## config.mk

```make
export PLATFORM = sky130hd
export DESIGN_NAME = est_div
export DESIGN_NICKNAME = d
export VERILOG_FILES = /design/src/hw/rtl/est_div.sv
export SDC_FILE = /design/constraint.sdc
export NUM_CORES = 2
export LEC_CHECK = 0
export ABC_AREA = 1
export BUFFER_PORTS_ARGS = -buffer_cell sky130_fd_sc_hd__buf_2
export CORE_ASPECT_RATIO = 1.4
export CORE_MARGIN = 2
export CORE_UTILIZATION = 45
export DETAILED_ROUTE_END_ITERATION = 8
export GPL_ROUTABILITY_DRIVEN = 1
export HOLD_SLACK_MARGIN = 0.06
export PLACE_DENSITY = 0.6
export SLEW_MARGIN = 20
export SYNTH_ARGS = -nofsm -noshare
export SYNTH_HDL_FRONTEND = slang
export SYNTH_SLANG_ARGS = --single-unit
```

## constraint.sdc

```tcl
create_clock -name clk -period 3.5 [get_ports clk]
set_input_delay 0.35 -clock clk [delete_from_list [all_inputs] [get_ports clk]]
set_output_delay 0.35 -clock clk [all_outputs]
set_load 0.05 [all_outputs]
```

## src/hw/rtl/est_div.sv

```systemverilog
// pipelined restoring unsigned divider, one quotient bit per stage, with side-band data
// quotient bits beyond QW are reported as overflow; no package dependency
module est_div #(
	parameter int NW = 46,
	parameter int DW = 26,
	parameter int QW = 18,
	parameter int SW = 1
) (
	input  logic          clk,
	input  logic          en,
	input  logic [NW-1:0] num,
	input  logic [DW-1:0] den,
	input  logic [SW-1:0] side_i,
	output logic [QW-1:0] quo,
	output logic          ovf,
	output logic [SW-1:0] side_o
);

	localparam int CW = ((NW > DW + QW) ? NW : DW + QW) + 1;

	logic [CW-1:0] rem_s  [QW];
	logic [DW-1:0] den_s  [QW];
	logic [QW-1:0] quo_s  [QW+1];
	logic [SW-1:0] side_s [QW+1];
	logic          ovf_s  [QW+1];

	assign rem_s[0]  = CW'(num);
	assign den_s[0]  = den;
	assign quo_s[0]  = '0;
	assign side_s[0] = side_i;
	assign ovf_s[0]  = CW'(num) >= (CW'(den) << QW);

	for (genvar j = 0; j < QW; j++) begin : g_stage
		localparam int K = QW - 1 - j;
		logic [CW-1:0] sub;
		logic          ge;

		assign sub = CW'(den_s[j]) << K;
		assign ge  = rem_s[j] >= sub;

		always_ff @(posedge clk) begin
			if (en) begin
				quo_s[j+1]  <= quo_s[j] | (QW'(ge) << K);
				side_s[j+1] <= side_s[j];
				ovf_s[j+1]  <= ovf_s[j];
			end
		end

		if (j < QW - 1) begin : g_rem
			always_ff @(posedge clk) begin
				if (en) begin
					rem_s[j+1] <= ge ? rem_s[j] - sub : rem_s[j];
					den_s[j+1] <= den_s[j];
				end
			end
		end
	end

	assign quo    = quo_s[QW];
	assign ovf    = ovf_s[QW];
	assign side_o = side_s[QW];

endmodule

```

==> results.ini <==
[route]
met3_length_mm=15.96
first_iter_violations=6387
routed-wl-met2_mm=191.4
viasPerCell=5.266
wl_per_cell_um=23.37
ant_nets=0
vias=85020
top_layer=met5
met1Wirelength_mm=129.8
first_pass_iters=8
drc=0
routed_wl_mm=377.4

[global_route]
grt_overflow=0
antenna_found_initial=12
grtUsageTotal_pct=34.06
grt_max_degree=131
first_global_vias=84190
grt_pass1_wl_mm=541.3

[timing]
hold_viol_final=0
tns_ps=0
slew_headroom_pct=42.10
skew_ps=67.14
setup_viol=0
rsz0062_at_grt=false
timing.final.crit_share_pct=97.25
worst_slack_ps=96.36
final_max_slew_viol_count=0
finalCriticalPeriod_ps=3404
tightest_slew_ps=865.2
max_freq_ghz=0.2938

[floorplanning]
num_rows=200
fp.dieH_um=551.4
initial_core_util_pct=45.33
die_w_um=395.0
ios=95
design.core.area_mm2=0.2125
dieArea_mm2=0.2178

[placed_design]
dp_cells=15790
gp_congestion=1.040
dpl_worst_slack_ps=265.8
dp_hpwl_mm=312.5
port_buffers=94

[status]
status=completed

[clock_network]
cts_num_sinks=1448
cts_tree=yes
ctsResizeCount=0
cts_made_buffers=161
cts.clk_slew.worst_paths_ps=70
clockRootBuffer=clkbuf_16
clk_latency_ps=880
clk_path_buf_depth=4
htreeDepth=4

[worst_setup_path]
critPathArrivalTime_ps=3930
r2r_slack_ps=100
path_max_fanout=51
cp.required_ps=4030
reg2reg_to=rem_s[154]
setup.worst_path.end_class=flop
crit_type=flop to flop
r2r_start=den_s[106]
ff2ff_path_depth=11
startpoint_type=flop

[final_layout]
layout.cells.non_filler=16150
drive_above_1_share_pct=4.726
syn2layout_area_growth_pct=11.35
nNetsFinal=13790

[logic_synthesis]
yosysUniqueCellTypes=46
syn_inst=12820
synth_top_cell_area_share_pct=45.15
ys_seq_elements=1448
syn_nets=13400
yosysTopAreaCell=edfxtp_1
yosys-top-cells-area=edfxtp_1, nand2_1, inv_1
netlist_area_mm2=0.09630
synth_flop_cell=edfxtp_1
syn-mean-instance-area_um2=7.514
yosys_warnings=0
ys_seq_area_share_pct=45.15
async_reset_ff_share_pct=0
synth_edf_count=1448

[power_and_ir_drop]
leakage_nw=51.39
power.density_mw_per_mm2=764.8
peakVddDrop_mv=0.5264

[min_path]
hp-class=primary input to flop
min-delay-start=den[25]
worstHoldPathCells=2
min_to=den_s[441]

[job]
cap_viol_max_count=0

==> where the power goes <==
part / total (mW) / switching, mW / internal [mW]
logic: 36.9 / 25.5 / 11.4
clock network: 17.4 / 7.22 / 10.1
registers: 27.7 / 3.74 / 24.0
==> Yosys cell counts (2+ instances only) <==
| cell type | count |
|---|---|
| a211oi_1 | 4 |
| a21boi_0 | 6 |
| a21o_1 | 2 |
| a21oi_1 | 453 |
| a21oi_2 | 32 |
| a31oi_1 | 2 |
| and2_1 | 17 |
| and3_1 | 16 |
| buf_2 | 58 |
| buf_4 | 39 |
| buf_6 | 22 |
| clkbuf_1 | 3 |
| edfxtp_1 | 1448 |
| fa_1 | 17 |
| ha_1 | 494 |
| inv_1 | 2350 |
| inv_2 | 23 |
| nand2_1 | 4765 |
| nand2_2 | 17 |
| nand2_4 | 4 |
| nand3_1 | 732 |
| nand3_2 | 6 |
| nand3b_1 | 61 |
| nand4_1 | 203 |
| nor2_1 | 1183 |
| nor2_2 | 19 |
| nor2_4 | 4 |
| nor3_1 | 126 |
| nor3_2 | 4 |
| nor3b_1 | 4 |
| nor4_1 | 16 |
| o211ai_1 | 8 |
| o21a_1 | 11 |
| o21ai_0 | 223 |
| o21ai_1 | 75 |
| o21ai_2 | 17 |
| o21bai_1 | 33 |
| or2_2 | 9 |
| xnor2_1 | 144 |
| xor2_1 | 160 |
==> per-stage QoR <==
stage	cell area [um2]	hold WS, ps	total power [mW]	util (%)
floorplan	96300	400.3	49.59	-
global placement	101300	400.5	64.05	47.66
detailed placement	101300	404.5	64.05	47.66
CTS	107200	182.4	81.69	50.46
global route	107200	215.5	86.84	50.47
finish	107200	207.5	82.01	50.47
==> cell families (layout without fill, tap and decap cells) <==
kind of cell               after synthesis  after routing  share of synthesized area (%)
AOI/OAI and AO/OA                      867            867                          4.877
adders and majority gates              511            511                          6.771
buffers and inverters                 2496           2988                          10.13
and+or+nand+nor                       7190           7190                          30.31
other                                    0              9                              0
xor gates and xnor gates               304            304                          2.765
DFF                                   1448           1448                          45.15
==> flip-flops by register name, summed over array words and instances, names as in the netlist <==
name and flops:
den_s 442, ovf 1, ovf_s 17, quo 18
quo_s 153, rem_s 799, side_o 1, side_s 17
==> final cells by class <==
type / instances / area, um2
timing repair buffer: 344 / 2998
multi-input combinational: 8872 / 43080
tap: 2828 / 3538
clock inverter: 85 / 999.7
fill: 21050 / 105200
inverter: 2373 / 8907
sequential: 1448 / 43480
antenna: 9 / 22.52
clock buffer: 186 / 4208
==> cell usage in the layout (no fill, tap or decap), types with 10 or more instances in the layout <==
cell and instances:
xor2_1 160, a21oi_1 452, buf_2 93, inv_1 2350
and3_1 16, nor2_1 1183, dlygate4sd3_1 74, and2_1 17
nand4_1 203, nand2_1 4765, nand3b_1 61, nor2_2 18
o21ai_2 17, nand3_1 732, clkinvlp_4 10, o21ai_0 223
ha_1 494, o21a_1 11, xnor2_1 144, o21bai_1 33
inv_2 23, nor4_1 16, clkbuf_16 165, inv_6 11
buf_4 140, o21ai_1 75, clkinv_1 29, buf_12 37
nor3_1 126, bufinv_16 21, nand2_2 17, a21oi_2 33
fa_1 17, clkbuf_1 21, edfxtp_1 1448
==> per-layer routing <==
| metal | vias up | track usage (%) |
|---|---|---|
| met5 | - | 0 |
| met3 | 1126 | 3.763 |
| met4 | 6 | 30.01 |
| met1 | 39560 | 34.00 |
| li1 | 41380 | - |
| met2 | 2946 | 62.59 |
==> worst max-delay path, stage by stage (launching register included) <==
cell and delay [ps]:
edfxtp_1 400, inv_1 60, ha_1 390, nand2_1 250, nor3_1 230, nand2_1 400, nor2_1 200, nand3_1 90
nand3_1 150, nor2_4 70, buf_12 180, o21ai_0 600
==> worst max-delay path by stage <==
stage / start / to / slack [ps] / cells after the start
6_report: den_s[106] / rem_s[154] / 100 / 11
3_5_place_dp: rem_s[594] / rem_s[549] / 270 / 12
4_1_cts: rem_s[594] / rem_s[549] / 230 / 12
5_1_grt: rem_s[696] / rem_s[634] / 20 / 9
2_1_floorplan: rem_s[144] / rem_s[100] / 1080 / 13
3_3_place_gp: rem_s[694] / rem_s[652] / 180 / 9
==> what timing repair did <==
action	CTS	global route
endpoints found under the hold margin	116	0
hold buffers	74	0
buffers inserted	0	0
Power figures use the tool's default switching activity.
