--- src/hw/rtl/est_pkg.sv ---
// shared constants, types and the arctangent table for the stereo triangulation block
// used by the top level, the cordic and the checker; depends on nothing
package est_pkg;

	localparam int COORD_BITS_DEF   = 12;
	localparam int CORDIC_STEPS_DEF = 16;
	localparam int OUT_BITS_DEF     = 24;

	// angle and cordic datapath width, trig result width, angle quotient bits
	localparam int AW     = 20;
	localparam int TW     = 18;
	localparam int ANG_QW = 18;

	localparam logic [29:0]          PI_Q28          = 30'd843314857;
	localparam logic signed [AW-1:0] PI_Q16          = 20'sd205887;
	localparam logic signed [AW-1:0] HALF_PI_Q16     = 20'sd102944;
	localparam logic signed [AW-1:0] CORDIC_GAIN_Q16 = 20'sd39797;

	typedef enum logic [1:0] {
		ST_OK   = 2'd0,
		ST_SAT  = 2'd1,
		ST_ZERO = 2'd2
	} status_t;

	typedef enum logic {
		REG_BASELINE = 1'b0,
		REG_WIDTH    = 1'b1
	} cfg_reg_t;

	function automatic logic signed [AW-1:0] atan_q16(input int i);
		case (i)
			0:  return 20'sd51472;
			1:  return 20'sd30386;
			2:  return 20'sd16055;
			3:  return 20'sd8150;
			4:  return 20'sd4091;
			5:  return 20'sd2047;
			6:  return 20'sd1024;
			7:  return 20'sd512;
			8:  return 20'sd256;
			9:  return 20'sd128;
			10: return 20'sd64;
			11: return 20'sd32;
			12: return 20'sd16;
			13: return 20'sd8;
			14: return 20'sd4;
			15: return 20'sd2;
			16: return 20'sd1;
			default: return '0;
		endcase
	endfunction

endpackage

--- src/hw/rtl/est_cordic.sv ---
// pipelined rotation-mode cordic: quadrant fold stage, then one micro-rotation per stage
// depends on est_pkg for widths, gain and the arctangent table
module est_cordic import est_pkg::*; #(
	parameter int STEPS = CORDIC_STEPS_DEF
) (
	input  logic                 clk,
	input  logic                 en,
	input  logic signed [AW-1:0] ang,
	output logic signed [TW-1:0] sin_o,
	output logic signed [TW-1:0] cos_o
);

	logic signed [AW-1:0] x_s  [STEPS+1];
	logic signed [AW-1:0] y_s  [STEPS+1];
	logic signed [AW-1:0] z_s  [STEPS+1];
	logic                 nc_s [STEPS+1];

	logic signed [AW-1:0] fold_z;
	logic                 fold_nc;
	logic signed [AW-1:0] cos_full;

	// fold into the right half plane through sin(pi-a) and -cos(pi-a)
	always_comb begin
		if (ang > HALF_PI_Q16) begin
			fold_z  = PI_Q16 - ang;
			fold_nc = 1'b1;
		end else if (ang < -HALF_PI_Q16) begin
			fold_z  = -PI_Q16 - ang;
			fold_nc = 1'b1;
		end else begin
			fold_z  = ang;
			fold_nc = 1'b0;
		end
	end

	always_ff @(posedge clk) begin
		if (en) begin
			x_s[0]  <= CORDIC_GAIN_Q16;
			y_s[0]  <= '0;
			z_s[0]  <= fold_z;
			nc_s[0] <= fold_nc;
		end
	end

	for (genvar i = 0; i < STEPS; i++) begin : g_step
		logic signed [AW-1:0] dx;
		logic signed [AW-1:0] dy;

		assign dx = y_s[i] >>> i;
		assign dy = x_s[i] >>> i;

		always_ff @(posedge clk) begin
			if (en) begin
				if (!z_s[i][AW-1]) begin
					x_s[i+1] <= x_s[i] - dx;
					y_s[i+1] <= y_s[i] + dy;
					z_s[i+1] <= z_s[i] - atan_q16(i);
				end else begin
					x_s[i+1] <= x_s[i] + dx;
					y_s[i+1] <= y_s[i] - dy;
					z_s[i+1] <= z_s[i] + atan_q16(i);
				end
				nc_s[i+1] <= nc_s[i];
			end
		end
	end

	assign cos_full = nc_s[STEPS] ? -x_s[STEPS] : x_s[STEPS];
	assign sin_o    = y_s[STEPS][TW-1:0];
	assign cos_o    = cos_full[TW-1:0];

endmodule

--- config.mk ---
export PLATFORM = sky130hd
export DESIGN_NAME = est_cordic
export DESIGN_NICKNAME = d
export VERILOG_FILES = /design/src/hw/rtl/est_pkg.sv /design/src/hw/rtl/est_cordic.sv
export SDC_FILE = /design/constraint.sdc
export NUM_CORES = 2
export LEC_CHECK = 0
export ABC_AREA = 1
export BUFFER_PORTS_ARGS = -buffer_cell sky130_fd_sc_hd__buf_2
export CORE_AREA = 3 3 554 556
export DETAILED_ROUTE_END_ITERATION = 7
export DIE_AREA = 0 0 557 559
export HOLD_SLACK_MARGIN = 0.02
export PLACE_DENSITY_LB_ADDON = 0.25
export SYNTH_ARGS = -nofsm -noshare
export SYNTH_HDL_FRONTEND = slang
export SYNTH_SLANG_ARGS = --single-unit
--- constraint.sdc ---
create_clock -name clk -period 3.4 [get_ports clk]
set_clock_uncertainty 0.1 [all_clocks]
set_input_delay 0.17 -clock clk [delete_from_list [all_inputs] [get_ports clk]]
set_output_delay 0.17 -clock clk [all_outputs]
set_load 0.01 [all_outputs]
==> metrics.md <==
| Metric | Value |
|---|---|
| Top layer in use | met4 |
| Avg Inst Size Synth | 8.11 um2 |
| CP Data Required Time | 3.87 ns |
| Final ANT Viol Nets | 0 |
| Commonest non-fill, non-tap cell in the layout | nand2_1 |
| FF+latch count, synth | 892 |
| Clock root buffer | clkbuf_16 |
| Asr flop ratio synth | 0% |
| GPL Wtd Cong | 0.892 |
| Area grow syn2layout | 21.2% |
| DRC violations left | 0 |
| Number of top-level pins | 58 |
| Post-DP HPWL | 184 mm |
| Layout cells sized above 1 | 11.7% |
| Post-DP Area | 86300 um2 |
| HP Class | in -> reg |
| Vias in the first global route | 65900 |
| Cell Area, Synth | 75400 um2 |
| PortBufs | 57 |
| Initial antenna violation count | 1 |
| Tot GR Track Use | 14.0% |
| Critical Path End Type | register |
| Post-synthesis cell type count | 53 |
| Vias per inst | 4.64 |
| Grt total ovfl | 0 |
| RSZ-0062 raised after global routing | yes |
| Initial Utilization | 24.9% |
| Placed Instances | 14000 |
| Fin crit period | 3.26 ns |
| Nets@finish | 11100 |
| Horiz. Die Dim | 557 um |
| Multi-input logic area | 45200 um2 |
| Clock Latency Late Sink | 0.87 ns |
| Relative max-transition margin | 26.7% |
| Measured slew at the worst slew-check pin | 1.10 ns |
| First-pass GRT wire length | 356 mm |
| DR vias | 66400 |
| Slew Limit Fails | 0 |
| Core area | 303000 um2 |
| Max Cap Violations | 0 |
| Final Hold Viols | 0 |
| CTS tree | yes |
| Setup violators final | 0 |
| Worst setup SP type | register |
| Largest net degree at the start of global routing | 167 |
| Register area | 26800 um2 |
| Rows | 202 |
| Ys Warns | 0 |
| Final std cell area, no fill | 91300 um2 |
| Drt pass-1 iters | 8 |
| DR WL/cell | 15.7 um |
| Met3 wire len | 7.31 mm |
| Post-Layout Cell Count | 14300 |
| Final WS setup | 0.140 ns |
| Worst-path cell chain | inv_1 -> ha_2 -> nand3_2 -> nor3_2 -> buf_4 -> nand2_1 -> nand2_2 -> o21ai_1 -> nor2_2 -> xor2_1 -> ha_1 -> nand2_2 -> nor2_1 -> inv_1 -> nor2_1 -> nand3_1 -> nand4_1 -> xnor2_1 |
| CTS Buffer Depth | 4 |
| Critical path's largest stage delay | 0.38 ns |
| Routed wire length on met2 | 110 mm |
| Core Util, Final | 30.2% |
| Die height | 559 um |
| Clock transition at the registers of the reported paths | 0.06 ns |
| CTS Sinks | 892 |
| Achievable Freq | 307 MHz |
| 1st-iter DRT viols | 4281 |
| WP buf/inv | 3 |
| Post-synth EDFFs | 892 |
| Place WS | -0.0422 ns |
| Kind of critical path | reg -> reg |
| Slowest-stage cell, CP | edfxtp_1 |
| Period utilization | 95.9% |
| Sequential share of the synthesized area | 35.5% |
| H-tree depth | 3 |
| Most frequent cells in the layout | nand2_1 (1988), inv_1 (964), nor2_1 (893), edfxtp_1 (892), ha_1 (810) |
| Die Area | 311000 um2 |
| Critical path peak fanout | 4 |
| Worst Path Arrival | 3.73 ns |
| Layout fillers | 31900 |
| Synth Instances | 9293 |
| Routed WL | 225 mm |
| Met1 wire length | 101 mm |
| Top Family by Delay on Critical Path | simple AND/OR/NAND/NOR gates |
| Main synth FF type | edfxtp_1 |
| Status | finished clean |
| Cts bufs inserted | 117 |
routing by layer:
layer	up-vias	track usage [%]
met5	-	0
met1	31000	17.7
met3	317	1.41
met2	1273	25.0
li1	33700	-
met4	0	4.16
path summary, 6_finish.rpt:
check	startpoint	end	slack (ns)	depth (start not counted)
worst max-delay path	x_s[3][3]$_DFFE_PP_	y_s[4][19]$_DFFE_PP_	0.14	18
worst min-delay path	en	z_s[3][19]$_DFFE_PP_	0.24	2
worst min register to register	z_s[8][7]$_DFFE_PP_	z_s[9][7]$_DFFE_PP_	0.31	0
worst max register to register	x_s[3][3]$_DFFE_PP_	y_s[4][19]$_DFFE_PP_	0.14	18
worst reg2reg max path: stages (launching register included):
cell and delay, ns:
edfxtp_1 0.38, inv_1 0.08, ha_2 0.19, nand3_2 0.10, nor3_2 0.24, buf_4 0.15, nand2_1 0.10, nand2_2 0.08
o21ai_1 0.09, nor2_2 0.19, xor2_1 0.11, ha_1 0.34, nand2_2 0.10, nor2_1 0.18, inv_1 0.08, nor2_1 0.14
nand3_1 0.13, nand4_1 0.15, xnor2_1 0.08
through the flow:
step                      setup TNS [ns]  hold WS, ns
after floorplan                        0        0.182
after global placement            -0.127        0.301
after detailed placement         -0.0816        0.305
after CTS                              0        0.139
after global routing              -0.471        0.195
final                                  0        0.238
logic make-up after synthesis:
kind of cell | synth area share, %
flip-flops | 35.5
buffers and inverters | 5.30
adder cells (fa/ha/maj) | 14.7
XOR/XNOR | 10.9
AO/OA/AOI/OAI | 12.5
AND/OR/NAND/NOR | 21.0
other | 0.00996
area by class of cell:
type,instances,area share [%]
diodes,2,0.00548
clock buffers,127,3.25
clock inverters,84,0.925
inverters,979,4.03
multi-input cells,7353,49.5
flip-flops and latches,892,29.3
well taps,3978,5.45
repair buffers,895,7.50
sequential cells by signal, indices dropped and copies added, names as in the netlist:
| signal | flops |
|---|---|
| y_s | 297 |
| x_s | 295 |
| z_s | 283 |
| nc_s | 17 |
synthesized netlist by cell type (all sizes together), types with 4 or more instances:
cell type,instances,area share [%]
o21a,11,0.11
a21oi,812,5.4
nor2,913,4.6
a221oi,5,0.058
xnor2,268,3.1
o31ai,34,0.34
xor2,671,7.8
o21ai,555,3.7
clkinv,5,0.028
clkbuf,43,0.22
nand3b,15,0.15
nor4,45,0.37
nor3,158,1.1
ha,819,14
nand4,110,0.91
a21o,114,1.1
edfxtp,892,36
o2111ai,6,0.070
o211ai,17,0.17
a211oi,4,0.040
a21boi,37,0.37
nand3,565,3.8
inv,974,4.9
a31oi,74,0.63
o21bai,46,0.46
fa,43,1.1
or2,6,0.050
nand2,2012,10
buf,28,0.20
what timing repair did:
action / in CTS / in global routing
pin swaps: 0 / 31
hold endpoints to repair: 77 / 0
hold buffers: 42 / 0
setup buffers: 0 / 21
resized for setup: 5 / 185
endpoints found under the setup margin: 6 / 167
Power is left out: the tool's default activity adds up to more than one toggle a clock period on the data nets, which glitch-free logic cannot reach.
